## config.mk

```make
export PLATFORM = sky130hd
export DESIGN_NAME = tsta_ctrl
export DESIGN_NICKNAME = d
export VERILOG_FILES = /design/src/rtl/tsta_pkg.sv /design/src/rtl/tsta_ctrl.sv
export SDC_FILE = /design/constraint.sdc
export NUM_CORES = 1
export LEC_CHECK = 0
export BUFFER_PORTS_ARGS = -buffer_cell sky130_fd_sc_hd__buf_2
export CAP_MARGIN = 20
export CORE_MARGIN = 2
export CORE_UTILIZATION = 50
export CTS_BUF_LIST = sky130_fd_sc_hd__clkbuf_8 sky130_fd_sc_hd__clkbuf_16
export CTS_CLUSTER_DIAMETER = 200
export DETAILED_ROUTE_END_ITERATION = 16
export PLACE_DENSITY = 0.77
export SKIP_CTS_REPAIR_TIMING = 1
export SYNTH_ARGS = -nofsm -noshare
export SYNTH_HDL_FRONTEND = slang
export SYNTH_SLANG_ARGS = --single-unit
```

## constraint.sdc

```tcl
create_clock -name i_clk -period 2.5 [get_ports i_clk]
set_input_delay 0.5 -clock i_clk [delete_from_list [all_inputs] [get_ports i_clk]]
set_output_delay 0.5 -clock i_clk [all_outputs]
set_load 0.02 [all_outputs]
```

## src/rtl/tsta_pkg.sv

```systemverilog
// Shared types and constants of the train spacing table advisor.
// Used by the controller, the datapath and the top level; depends on nothing.
`default_nettype none

package tsta_pkg;

    typedef enum logic [1:0] {
        CMD_ADD    = 2'd0,
        CMD_REPORT = 2'd1,
        CMD_ADVISE = 2'd2,
        CMD_UNUSED = 2'd3
    } t_cmd;

    localparam logic [1:0] ST_OK        = 2'd0;
    localparam logic [1:0] ST_FULL      = 2'd1;
    localparam logic [1:0] ST_NOT_FOUND = 2'd2;

    localparam logic [1:0] MODE_HEAD = 2'd0;
    localparam logic [1:0] MODE_STOP = 2'd1;
    localparam logic [1:0] MODE_SLOW = 2'd2;
    localparam logic [1:0] MODE_REG  = 2'd3;

    localparam int CFG_IDX_W = 3;
    localparam int CFG_DAT_W = 24;
    localparam logic [CFG_IDX_W-1:0] CFG_TRACK   = 3'd0;
    localparam logic [CFG_IDX_W-1:0] CFG_OPTIMAL = 3'd1;
    localparam logic [CFG_IDX_W-1:0] CFG_STOP    = 3'd2;
    localparam logic [CFG_IDX_W-1:0] CFG_SLOW    = 3'd3;
    localparam logic [CFG_IDX_W-1:0] CFG_GAIN    = 3'd4;

    localparam logic [7:0]  ADV_MAX     = 8'd250;
    localparam logic [12:0] SLOW_RECIP  = 13'd6554;
    localparam logic [15:0] LIMIT_SCALE = 16'd64000;

    typedef enum logic [4:0] {
        OP_IDLE, OP_START, OP_SCAN, OP_SCAN_END, OP_DECIDE,
        OP_SHIFT_RD, OP_SHIFT_WR, OP_INSERT, OP_REPORT,
        OP_RD_PREV, OP_RD_CUR, OP_DIST, OP_MODE, OP_MUL,
        OP_SAT, OP_DIV_INIT, OP_DIV, OP_ROUND, OP_OUT
    } t_dp_op;

    typedef struct packed {
        t_dp_op op;
    } t_ctrl_cmd;

    typedef struct packed {
        logic count_zero;
        logic addr_last;
        logic at_j;
        logic do_shift;
        logic do_report;
        logic do_adv;
        logic need_div;
        logic sat;
        logic div_last;
        logic out_free;
    } t_dp_stat;

endpackage

`default_nettype wire

```

## src/rtl/tsta_ctrl.sv

```systemverilog
// Controller state machine of the train spacing table advisor.
// Sequences search, shift, insert and advice steps; depends on tsta_pkg.
`default_nettype none

module tsta_ctrl import tsta_pkg::*; (
    input  wire logic      i_clk,
    input  wire logic      i_rst_n,
    input  wire logic      i_in_valid,
    output logic           o_in_stall,
    input  wire t_dp_stat  i_stat,
    output t_ctrl_cmd      o_cmd
);

    typedef enum logic [4:0] {
        S_IDLE, S_SCAN, S_SCAN_END, S_DECIDE, S_SHIFT_RD, S_SHIFT_WR,
        S_INSERT, S_REPORT, S_RD_PREV, S_RD_CUR, S_DIST, S_MODE,
        S_BRANCH, S_MUL, S_CMP, S_DIV, S_ROUND, S_DONE
    } t_state;

    t_state r_state, n_state;
    t_dp_op op;

    assign o_in_stall = (r_state != S_IDLE);
    assign o_cmd.op = op;

    always_comb begin
        n_state = r_state;
        op = OP_IDLE;
        case (r_state)
            S_IDLE: begin
                if (i_in_valid) begin
                    op = OP_START;
                    n_state = i_stat.count_zero ? S_DECIDE : S_SCAN;
                end
            end
            S_SCAN: begin
                op = OP_SCAN;
                if (i_stat.addr_last) n_state = S_SCAN_END;
            end
            S_SCAN_END: begin
                op = OP_SCAN_END;
                n_state = S_DECIDE;
            end
            S_DECIDE: begin
                op = OP_DECIDE;
                if (i_stat.do_shift) n_state = S_SHIFT_RD;
                else if (i_stat.do_report) n_state = S_REPORT;
                else if (i_stat.do_adv) n_state = S_RD_PREV;
                else n_state = S_DONE;
            end
            S_SHIFT_RD: begin
                if (i_stat.at_j) begin
                    n_state = S_INSERT;
                end else begin
                    op = OP_SHIFT_RD;
                    n_state = S_SHIFT_WR;
                end
            end
            S_SHIFT_WR: begin
                op = OP_SHIFT_WR;
                n_state = S_SHIFT_RD;
            end
            S_INSERT: begin
                op = OP_INSERT;
                n_state = S_DONE;
            end
            S_REPORT: begin
                op = OP_REPORT;
                n_state = S_DONE;
            end
            S_RD_PREV: begin
                op = OP_RD_PREV;
                n_state = S_RD_CUR;
            end
            S_RD_CUR: begin
                op = OP_RD_CUR;
                n_state = S_DIST;
            end
            S_DIST: begin
                op = OP_DIST;
                n_state = S_MODE;
            end
            S_MODE: begin
                op = OP_MODE;
                n_state = S_BRANCH;
            end
            S_BRANCH: begin
                n_state = i_stat.need_div ? S_MUL : S_DONE;
            end
            S_MUL: begin
                op = OP_MUL;
                n_state = S_CMP;
            end
            S_CMP: begin
                if (i_stat.sat) begin
                    op = OP_SAT;
                    n_state = S_DONE;
                end else begin
                    op = OP_DIV_INIT;
                    n_state = S_DIV;
                end
            end
            S_DIV: begin
                op = OP_DIV;
                if (i_stat.div_last) n_state = S_ROUND;
            end
            S_ROUND: begin
                op = OP_ROUND;
                n_state = S_DONE;
            end
            S_DONE: begin
                if (i_stat.out_free) begin
                    op = OP_OUT;
                    n_state = S_IDLE;
                end
            end
            default: n_state = S_IDLE;
        endcase
    end

    always_ff @(posedge i_clk) begin
        if (!i_rst_n) begin
            r_state <= S_IDLE;
        end else begin
            r_state <= n_state;
        end
    end

    a_accept_blocks: assert property (@(posedge i_clk) disable iff (!i_rst_n)
        (i_in_valid && !o_in_stall) |=> o_in_stall)
        else $error("A second transaction could enter while one was in work.");

endmodule

`default_nettype wire

```

Yosys cells after proc, flatten, opt, wreduce, memory -nomap -nowiden
Cells that the tools add are included.
Word-level totals
  word-level logic and storage cells: 43
  input bits: 13
  bits in registers: 5
Operators by class
  reductions and logical operators: 4
  equality and inequality tests: 21
  muxes and demuxes: 17
Operator list (number)
  5-bit one-hot mux with 17 select lines: 1
  5-bit one-hot mux with 16 select lines: 1
  5-bit two-way mux: 10
  5-bit by 4-bit equality test with 1-bit output (second input constant): 8
  5-bit by 3-bit equality test with 1-bit output (second input constant): 4
  5-bit by 2-bit equality test with 1-bit output (second input constant): 2
  5-bit equality test (second input constant): 2
  2-bit != test (second input constant): 4
  5-bit by 1-bit equality test with 1-bit output (second input constant): 1
  5-bit logical NOT: 1
  5-bit nonzero test: 1
  2-bit two-way mux: 2
  4-bit AND reduction: 1
  3-bit two-way mux: 1
  3-bit OR reduction: 1
  1-bit two-way mux: 2

Longest topological paths before layout
Gate-level depths: netlist of the first run.
  word-level depth: 4
  gate-level depth with buffers: 6
  depth with buffers taken out: 4

Worst setup path after synthesis of the first run
OpenSTA, ideal clock, no wires.
  path kind: register to output
  start point: register r_state[1]
  end point: output port o_cmd[0] in the netlist's numbering
  data required time: 2.000 ns
  data arrival time: 1.616 ns
  cell stages (with the launch flop): 6
  path slack: 0.384 ns
  path buffers: 2
  cell sequence: dfxtp_1 clkbuf_1 clkbuf_1 nor4b_1 o21ba_2 or3_1
RTL lines
  start: declaration: line tsta_ctrl.sv:20  | t_state r_state, n_state;
  start signal: assignment: line tsta_ctrl.sv:125  | r_state <= n_state;
  end: declaration: line tsta_ctrl.sv:11  | output t_ctrl_cmd o_cmd

==> results of run 1 <==
[worst max path at each step]
stage / startpoint / endpoint / slack, ns / cells after the start
floorplan: r_state[1] / o_cmd[0] / 0.38 / 5
global placement: i_stat[2] / o_cmd[0] / 0.39 / 5
detailed placement: i_stat[2] / o_cmd[0] / 0.34 / 5
CTS: r_state[1] / o_cmd[0] / 0.14 / 4
global route: r_state[1] / o_cmd[0] / 0.01 / 4
finish: r_state[1] / o_cmd[0] / 0.12 / 4
[cell usage in the layout (no fill, tap or decap), types with 5 or more instances in the layout]
cell type | Yosys | final
nor3_1 | 6 | 6
a21oi_1 | 5 | 5
inv_1 | 4 | 5
buf_2 | 0 | 18
nand2_1 | 5 | 5
dfxtp_1 | 5 | 5
buf_4 | 0 | 5
nor2_1 | 6 | 6
o21ai_0 | 5 | 5
[cell families after synthesis]
kind of cell,Yosys count
muxes,2
xor gates and xnor gates,2
buffers and inverters,13
AOI/OAI and AO/OA,30
and+or+nand+nor,43
DFF,5
[power by group]
group          leakage, nW  switching, mW  total (mW)  internal [mW]
Sequential          0.0408         0.0549       0.155          0.101
Combinational        0.300          0.297       0.525          0.228
Clock               0.0269         0.0391       0.144          0.105
[cell type report]
class                           count  share of cell area (%)
Multi-Input combinational cell     77                    63.3
Timing Repair Buffer               23                    15.3
Sequential cell                     5                    12.0
Clock buffer                        3                    4.95
Tap cell                           15                    2.25
Inverter                            4                    1.80
Clock inverter                      1                   0.450
[per-stage QoR]
step           total power [mW]  setup WS (ns)  util (%)
2_1_floorplan             0.530          0.384         -
3_3_place_gp              0.653          0.387      60.7
3_5_place_dp              0.666          0.343      60.7
4_1_cts                   0.817          0.142      64.1
6_report                  0.825          0.118      64.1
5_1_grt                   0.881         0.0133      64.1
[routing by layer]
| layer | up-vias | track usage, % | share of wire, % |
|---|---|---|---|
| met3 | 6 | 6.52 | 6.2 |
| met4 | 0 | 5.65 | 1.7 |
| met5 | - | 0 | 0 |
| li1 | 397 | - | - |
| met1 | 388 | 36.5 | 46 |
| met2 | 37 | 42.6 | 46 |
[critical path: cells and delay by family (launching register included)]
family	cells	cell delay [ns]
flops	1	0.54
compound gates	1	0.33
buf+inv	1	0.15
simple gates	2	0.64
==> results by group, run 1 <==
STA
  • TNS Setup: 0 ns
  • Max Transition Viols Final: 0
  • Worst Hold Slack: 0.530 ns
  • Period utilisation layout: 95.3%
  • Hold Vio Cnt, Final: 0
  • Worst Tran Pin Value: approximately 0.70 ns
  • Skew final: 0.00256 ns
  • Tmin final: between 2 and 2.5 ns
  • Slew margin rel.: 52.7%
  • RSZ-0062 raised after global routing: no
  • Final setup viols: 0
  • F_max: around 420 MHz

Setup path
  • CP Class: flop to primary output
  • Required time worst endpoint: 2.00 ns
  • Reg2reg end: r_state[4]
  • CP arrival: roughly 1.9 ns
  • Worst r2r path cells: 5
  • Worst-path maximum fanout: 12
  • CP peak stage delay: between 0.5 and 0.6 ns
  • R2r setup slk: 0.38 ns
  • Worst path slowest cell: dfxtp_1
  • Worst setup SP type: flop
  • CP Capture Type: primary output
  • Crit-path cells: or3b_2 -> a211oi_1 -> or3_1 -> buf_2
  • Launching point of the worst reg2reg path: r_state[2]

Detailed routing
  • TritonRoute pass-1 iters: 4
  • Mean number of vias per cell: 6.47
  • Final wirelength: 1970 um
  • Final ANT Viol Nets: 0
  • 1st-iter DRT viols: 22
  • DRC: 0
  • Via count: around 830
  • Wire per inst: 15.4 um

Worst hold path
  • Hold Path Class: input port to flop
  • Hold worst-path end: r_state[0]
  • Worst Hold Depth: 2
  • Hold path startpoint: i_rst_n

Clocking
  • Worst-path clk slew: 0.04 ns
  • Longest Clk Path Bufs: 2
  • CTS tree: yes
  • Worst skew pair latency: 0.22 ns
  • CTS Root Cell: clkbuf_8
  • H-tree depth reported by CTS: 1
  • TritonCTS buffer count: 3
  • Sink Count: 5

Logic synthesis
  • Synth async-reset ratio: 0%
  • Synth Flop Type: dfxtp_1
  • Yosys reg bits: 5
  • Mean Syn Cell Area: about 7.3 um2
  • Adder-Cell Fraction of Synth Area: 0%
  • Post-synthesis compound-gate area fraction: 33.5%
  • YS warnings: 0
  • Mux share of post-synthesis cell area: 3.07%
  • Commonest cells post-synth: clkbuf_1 (6), nor2_1 (6), nor3_1 (6)
  • Synth Area in XOR/XNOR: under 10%
  • Main combinational cell family by area after synthesis: simple AND/OR/NAND/NOR gates
  • Cells after synthesis: 95
  • Cell area after synthesis: 692 um2
  • Synth top area share: 14.5%
  • Post-synthesis simple-gate area fraction: 37.3%
  • Top cell type by total area after synthesis: dfxtp_1
  • Syn nets: 108
  • Yosys cell types: 43
  • Synth area leaders: dfxtp_1 (14%), nor3_1 (4.3%), a21oi_1 (3.6%)
  • Seq/Total Area, Yosys: ~14%
  • Number of flops mapped to enable cells by yosys: 0

Global routing
  • Aggregate global-route resource usage: 26.9%
  • First-pass GRT wire length: 3060 um
  • Initial antenna violation count: 0
  • Vias in the first global route: 693
  • Total congestion overflow: 0
  • Largest net degree at the start of global routing: 13

Floorplanning
  • Io pins: 19
  • Starting Density: 53.2%
  • Die width: 41.2 um
  • Full die area: 0.00170 mm2
  • Core area: 0.00130 mm2
  • Die Span Y: 41.2 um
  • # rows: 13

Layout
  • Biggest regs: r_state x5
  • Antenna cells: 0
  • Filler instances: 125
  • Top reg by flops: r_state
  • Area Overhead vs Synth: 20.6%
  • Final Non-Filler Cells: about 130
  • Multi-input gate area: roughly 530 um2
  • Nets@finish: 127
  • Register area: 100 um2
  • Max reg flops: 5
  • Ratio of cells with drive above 1 in the final layout: 31.9%
  • Fin area: ~830 um2

Flow run
  • Max Cap Violations: 0

Status
  • Status: finished clean

Pwr
  • Leak Pwr: 0.367 nW
  • Worst vdd ir: 0.449 mV
  • PwrDens: 988 mW/mm2

Placed design
  • GP Congestion: between 0.8 and 0.9
  • Placed inst area: approximately 790 um2
  • # placed instances: around 120
  • Dpl hpwl: 1490 um
  • Buffers on Ports: 18
No activity file was read; power rests on OpenSTA's default activity.
==> run 2, diff against run 1 <==
CORE_UTILIZATION = 45   (was 50)
PLACE_DENSITY = default   (was 0.77)
PLACE_DENSITY_LB_ADDON = 0.2   (was default)
clock period = 2 ns   (was 2.5 ns; I/O delays follow)
==> results by group, run 2 (synthesis gave the netlist of run 1 again) <==
Clocking
  • TritonCTS buffer count: 3
  • Longest Clk Path Bufs: 2
  • Worst skew pair latency: between 0.2 and 0.25 ns
  • CTS tree: yes
  • Worst-path clk slew: roughly 0.030 ns
  • CTS Root Cell: clkbuf_8
  • Sink Count: 5
  • H-tree depth reported by CTS: 1

Floorplanning
  • Die Span Y: 43.2 um
  • Core area: 0.00147 mm2
  • Full die area: 0.00187 mm2
  • Starting Density: ~47%
  • Io pins: 19
  • Die width: around 43 um
  • # rows: 14

Setup path
  • Launching point of the worst reg2reg path: r_state[1]
  • Worst r2r path cells: 4
  • Required time worst endpoint: 1.60 ns
  • Worst Path Buf+Inv: 1
  • Reg2reg end: r_state[4]
  • Worst setup SP type: flop
  • CP arrival: 1.59 ns
  • R2r setup slk: 0.11 ns
  • Worst path top cell family by delay: simple AND/OR/NAND/NOR gates
  • CP Capture Type: primary output
  • Worst-path maximum fanout: 6
  • Worst path slowest cell: or4b_4
  • Crit-path cells: or4b_4 -> o21ai_2 -> o21ba_4 -> or3_1 -> buf_6
  • CP Class: flop to primary output
  • CP peak stage delay: between 0.5 and 0.6 ns

STA
  • RSZ-0062 raised after global routing: yes
  • Hold Vio Cnt, Final: 0
  • Tmin final: 1.99 ns
  • Setup ws final: about 0.008 ns
  • Slew margin rel.: 72.2%
  • TNS Setup: 0 ns
  • Max Transition Viols Final: 0
  • Skew final: 0.00188 ns
  • Worst Tran Pin Value: 0.411 ns
  • Final setup viols: 0
  • F_max: around 500 MHz
  • Period utilisation layout: 99.6%

Layout
  • Nets@finish: roughly 130
  • Multi-input gate area: 556 um2
  • Ratio of cells with drive above 1 in the final layout: 41.2%
  • Final Non-Filler Cells: 135
  • Antenna cells: 0
  • Register area: 110 um2
  • Commonest non-fill, non-tap cell in the layout: buf_2
  • Commonest non-fill, non-tap cells in the layout: buf_2 (17), buf_4 (9), nor2_1 (6), nor3_1 (6)
  • Biggest regs: r_state x5
  • Max reg flops: 5
  • Fin area: 936 um2
  • Area Overhead vs Synth: 35.3%
  • Filler instances: 131
  • Top reg by flops: r_state

Placed design
  • Buffers on Ports: 18
  • GP Congestion: 0.879
  • Setup WS pre-CTS: 0.0372 ns
  • # placed instances: around 130
  • Placed inst area: 821 um2
  • Dpl hpwl: roughly 1500 um

Global routing
  • Vias in the first global route: 750
  • First-pass GRT wire length: ~3300 um
  • Initial antenna violation count: 0
  • Largest net degree at the start of global routing: 21
  • Aggregate global-route resource usage: 22.9%
  • Total congestion overflow: 0

Worst hold path
  • Hold path startpoint: i_rst_n
  • Hold worst-path end: r_state[0]
  • Hold Path Class: input port to flop
  • Worst Hold Depth: 2

Detailed routing
  • Wire per inst: ~16 um
  • Final ANT Viol Nets: 0
  • Mean number of vias per cell: roughly 6.3
  • TritonRoute pass-1 iters: 4
  • DRC: 0
  • Final wirelength: around 2100 um
  • 1st-iter DRT viols: 18
  • Via count: 845

Status
  • Status: finished clean

Pwr
  • Leak Pwr: 0.410 nW
  • PwrDens: between 1000 and 1500 mW/mm2
  • Worst vdd ir: around 0.47 mV
  • Total power: 1.16 mW

Flow run
  • Max Cap Violations: 0
run 2: cell type report:
cell class | count | share of cell area, %
repair buffers | 29 | 20.3
well taps | 16 | 2.14
flip-flops and latches | 5 | 11.8
clock inverters | 1 | 0.401
inverters | 4 | 1.60
clock buffers | 3 | 4.41
multi-input cells | 77 | 59.4
run 2: worst max-delay path by stage:
stage	from	end	slack, ns	cells after the start
after floorplan	r_state[1]	o_cmd[0]	0.08	5
after global placement	i_stat[2]	o_cmd[0]	0.09	5
after detailed placement	i_stat[2]	o_cmd[0]	0.04	5
after CTS	r_state[1]	o_cmd[0]	-0.12	4
after global routing	r_state[2]	o_cmd[0]	-0.05	5
final	r_state[1]	o_cmd[0]	0.008	5
run 2: power breakdown:
group          switching [mW]  leakage, nW  internal [mW]
clock                  0.0479       0.0269          0.131
sequential             0.0335       0.0433          0.132
combinational           0.438        0.340          0.372
total                   0.520        0.410          0.635
run 2: stage by stage:
step | hold WS [ns] | util, %
2_1_floorplan | 0.531 | -
3_3_place_gp | 0.651 | 55.8
3_5_place_dp | 0.662 | 55.8
4_1_cts | 0.437 | 58.8
5_1_grt | 0.450 | 63.6
6_report | 0.444 | 63.6
run 2: metal layers:
layer	wire [um]	vias to the layer above	GRT usage, %
met4	32	0	7.27
met5	0	-	0
met1	934	403	30.7
li1	-	410	-
met2	1040	28	38.8
met3	104	4	1.28
